<file path="config.mk">
export PLATFORM = sky130hd
export DESIGN_NAME = glr_ram
export DESIGN_NICKNAME = d
export VERILOG_FILES = /design/src/glr_ram.sv
export SDC_FILE = /design/constraint.sdc
export NUM_CORES = 1
export LEC_CHECK = 0
export ABC_AREA = 0
export BUFFER_PORTS_ARGS = -buffer_cell sky130_fd_sc_hd__buf_2
export CAP_MARGIN = 20
export CORE_MARGIN = 5
export CORE_UTILIZATION = 35
export DETAILED_ROUTE_END_ITERATION = 6
export PLACE_DENSITY = 0.53
export SKIP_CTS_REPAIR_TIMING = 1
export SYNTH_ARGS = -nofsm -noshare
export SYNTH_HDL_FRONTEND = slang
export SYNTH_SLANG_ARGS = --single-unit
</file>
<file path="constraint.sdc">
create_clock -name aclk -period 4 [get_ports aclk]
set_clock_uncertainty 0.05 [all_clocks]
set_input_delay 0.4 -clock aclk [delete_from_list [all_inputs] [get_ports aclk]]
set_output_delay 0.4 -clock aclk [all_outputs]
set_load 0.005 [all_outputs]
</file>
<file path="src/glr_ram.sv">
module glr_ram #(
    parameter int WIDTH = 8,
    parameter int DEPTH = 128
) (
    input  logic                     aclk,
    input  logic                     we,
    input  logic [$clog2(DEPTH)-1:0] waddr,
    input  logic [WIDTH-1:0]         wdata,
    input  logic [$clog2(DEPTH)-1:0] raddr,
    output logic [WIDTH-1:0]         rdata
);

    logic [WIDTH-1:0] mem [DEPTH];

    // One write port and one registered read port.
    always_ff @(posedge aclk) begin
        if (we) begin
            mem[waddr] <= wdata;
        end
        rdata <= mem[raddr];
    end

endmodule

</file>
==> results.yml <==
sta:
  finalCriticalPeriod_ns: 2.78
  setup_viol: 0
  slew_headroom: 0.252
  slew_violations: 0
  setup_tns_ns: 0
  holdWs_ns: 0.0380
  post-route-period-util: 0.695
  rsz0062_at_grt: "no"
  max_freq_mhz: 359
  tightest_slew_ns: 1.12
  hold_viol_final: 0
  setup_ws_ns: 1.22
global_routing:
  grt_max_degree: 107
  first_global_vias: 18600
  grt_pass1_wl_mm: 139
  grt_usage: 0.159
  grt_remaining_overflow: 0
  antenna_found_initial: 14
worst_hold_path:
  min_path_cells: 1
  hp-class: "in -> reg"
  hold-path-endpoint: "mem[5][3]"
  min_from: "wdata[3]"
critical_path:
  cpMostUsedCell: "mux4_2"
  reg2reg_depth: 4
  crit_path_cell_trace: "buf_8, buf_12, buf_12, mux4_2, mux4_2, mux4_2, mux2_2"
  worstPathRequired_ns: 4.52
  path_delay_family: "multiplexers"
  rrSetupSlack_ns: 1.49
  critPathKind: "in -> reg"
  r2r_start: "mem[108][7]"
  crit_buf_inv: 3
  r2r-end: "rdata[7]"
  worstPathArrival_ns: 3.30
  slowest_stage: "mux4_2"
  critPathCaptureType: "flop"
  slowest_delay_ns: 0.60
  worst_setup_path_start_kind: "input pin"
  cp_max_fo: 35
run:
  drv_cap: 0
routing:
  drtPass1Iterations: 5
  ant_nets: 0
  drt-initial-drc-count: 1638
  wl_per_cell_um: 28.4
  drc: 0
  routed_wl_mm: 96.4
  vias: 17900
  via_per_inst: 5.28
floorplanning:
  coreArea_um2: 112000
  die_area_um2: 120000
  rows: 123
  die_h_um: 347
  ios: 32
  die_x_um: 347
  start_util: 0.353
logic_synthesis:
  synth_ff_type: "edfxtp_1"
  syn_nets: 1659
  yosysWarningCount: 0
  async_flop_share: 0
  yosys.area.top_type_share: 0.775
  synth_common_cells: "edfxtp_1, mux4_2, nor2_1"
  avgSynthCellArea_um2: 24.3
  yosysTopAreaCell: "edfxtp_1"
  synth_seq_cells: 1032
  yosysSeqAreaShare: 0.779
  synth_edf_count: 1024
  yosysMostFrequentCell: "edfxtp_1"
  synthesis.area_um2: 39700
  yosys-top-cells-area: "edfxtp_1, mux4_2, nor2_1"
  ys_types: 17
  synth_cells: 1635
final_layout:
  nets: 1837
  layout.cells.non_filler: 3395
  stdcell_area_um2: 46000
  multi_input_area_um2: 8370
  area_growth_pct: 15.9
  utilization: 0.409
  drive_above_1_share: 0.346
  nFillCells: 9696
  seq_area_um2: 30900
place:
  dp.cells: 3204
  port_buffers: 31
  gp_congestion: 0.772
  hpwl_mm: 59.6
  preCtsSetupSlack_ns: 0.473
  placed_cell_area_um2: 42500
clock_tree:
  clockBufferDepth: 3
  clk_pin_slew_ns: 0.06
  root_buffer: "clkbuf_16"
  cts_tree: "done"
  ctsHtreeMaxLevel: 3
  clock_latency_ns: 0.69
  cts_buffers: 104
  cts.sinks: 1032
outcome:
  status: "complete, no violations"
pwr:
  power.density_nw_per_um2: 495
  leakagePower_nw: 14.1
  p_total_mw: 22.8
  ir_drop_v: 0.000383
layout by cell type (no fill, tap or decap):
cell type	synthesis	routed
inv_6	0	1
nor3_1	9	5
nand2_1	14	14
clkinv_1	0	21
buf_16	0	2
mux2_2	8	8
diode_2	0	6
buf_12	0	16
edfxtp_1	1024	1024
nor2_1	122	122
clkbuf_1	44	17
buf_2	15	20
nand2b_1	2	2
clkinv_4	0	1
clkinvlp_4	0	3
nand4_1	3	3
buf_8	0	2
nor2b_1	7	7
or3_1	1	1
dfxtp_1	8	8
buf_4	11	117
mux4_2	336	336
clkinv_2	0	17
bufinv_16	0	12
nand3_1	12	12
inv_16	0	5
clkbuf_16	0	104
buf_6	1	4
clkinv_16	0	1
nor3_2	0	4
worst max-delay path by stage:
stage                  start  endpoint  cells after the start
floorplan           raddr[0]  rdata[0]                      6
global placement    raddr[0]  rdata[1]                      7
detailed placement  raddr[0]  rdata[1]                      7
CTS                 raddr[0]  rdata[1]                      7
global route        raddr[0]  rdata[1]                      7
finish              raddr[0]  rdata[1]                      7
metal layers:
metal	track usage	part of all wire
met1	0.225	0.43
met2	0.254	0.48
met3	0.0308	0.062
met4	0.0470	0.026
met5	0	0
area by class of cell:
type | count | share of cell area
clock buffer | 121 | 0.0580
antenna | 6 | 0.000327
sequential | 1032 | 0.672
tap | 1500 | 0.0408
timing repair buffer | 161 | 0.0311
multi-input combinational | 514 | 0.182
clock inverter | 61 | 0.0151
state kept, by name (all words and copies together), names as in the netlist:
name and cells:
mem 1024, rdata 8
logic make-up after synthesis:
group,Yosys count,share of synthesized area
flops,1032,0.779
buf+inv,89,0.0101
mux,344,0.193
simple gates,170,0.0176
where the power goes:
group	leakage (nW)	total [mW]	switching [mW]	internal (mW)
clock	1.64	9.65	4.09	5.56
sequential	9.27	12.0	0.0356	11.9
combinational	3.20	1.13	0.657	0.474
total	14.1	22.8	4.79	18.0
No activity file was read; power rests on OpenSTA's default activity.
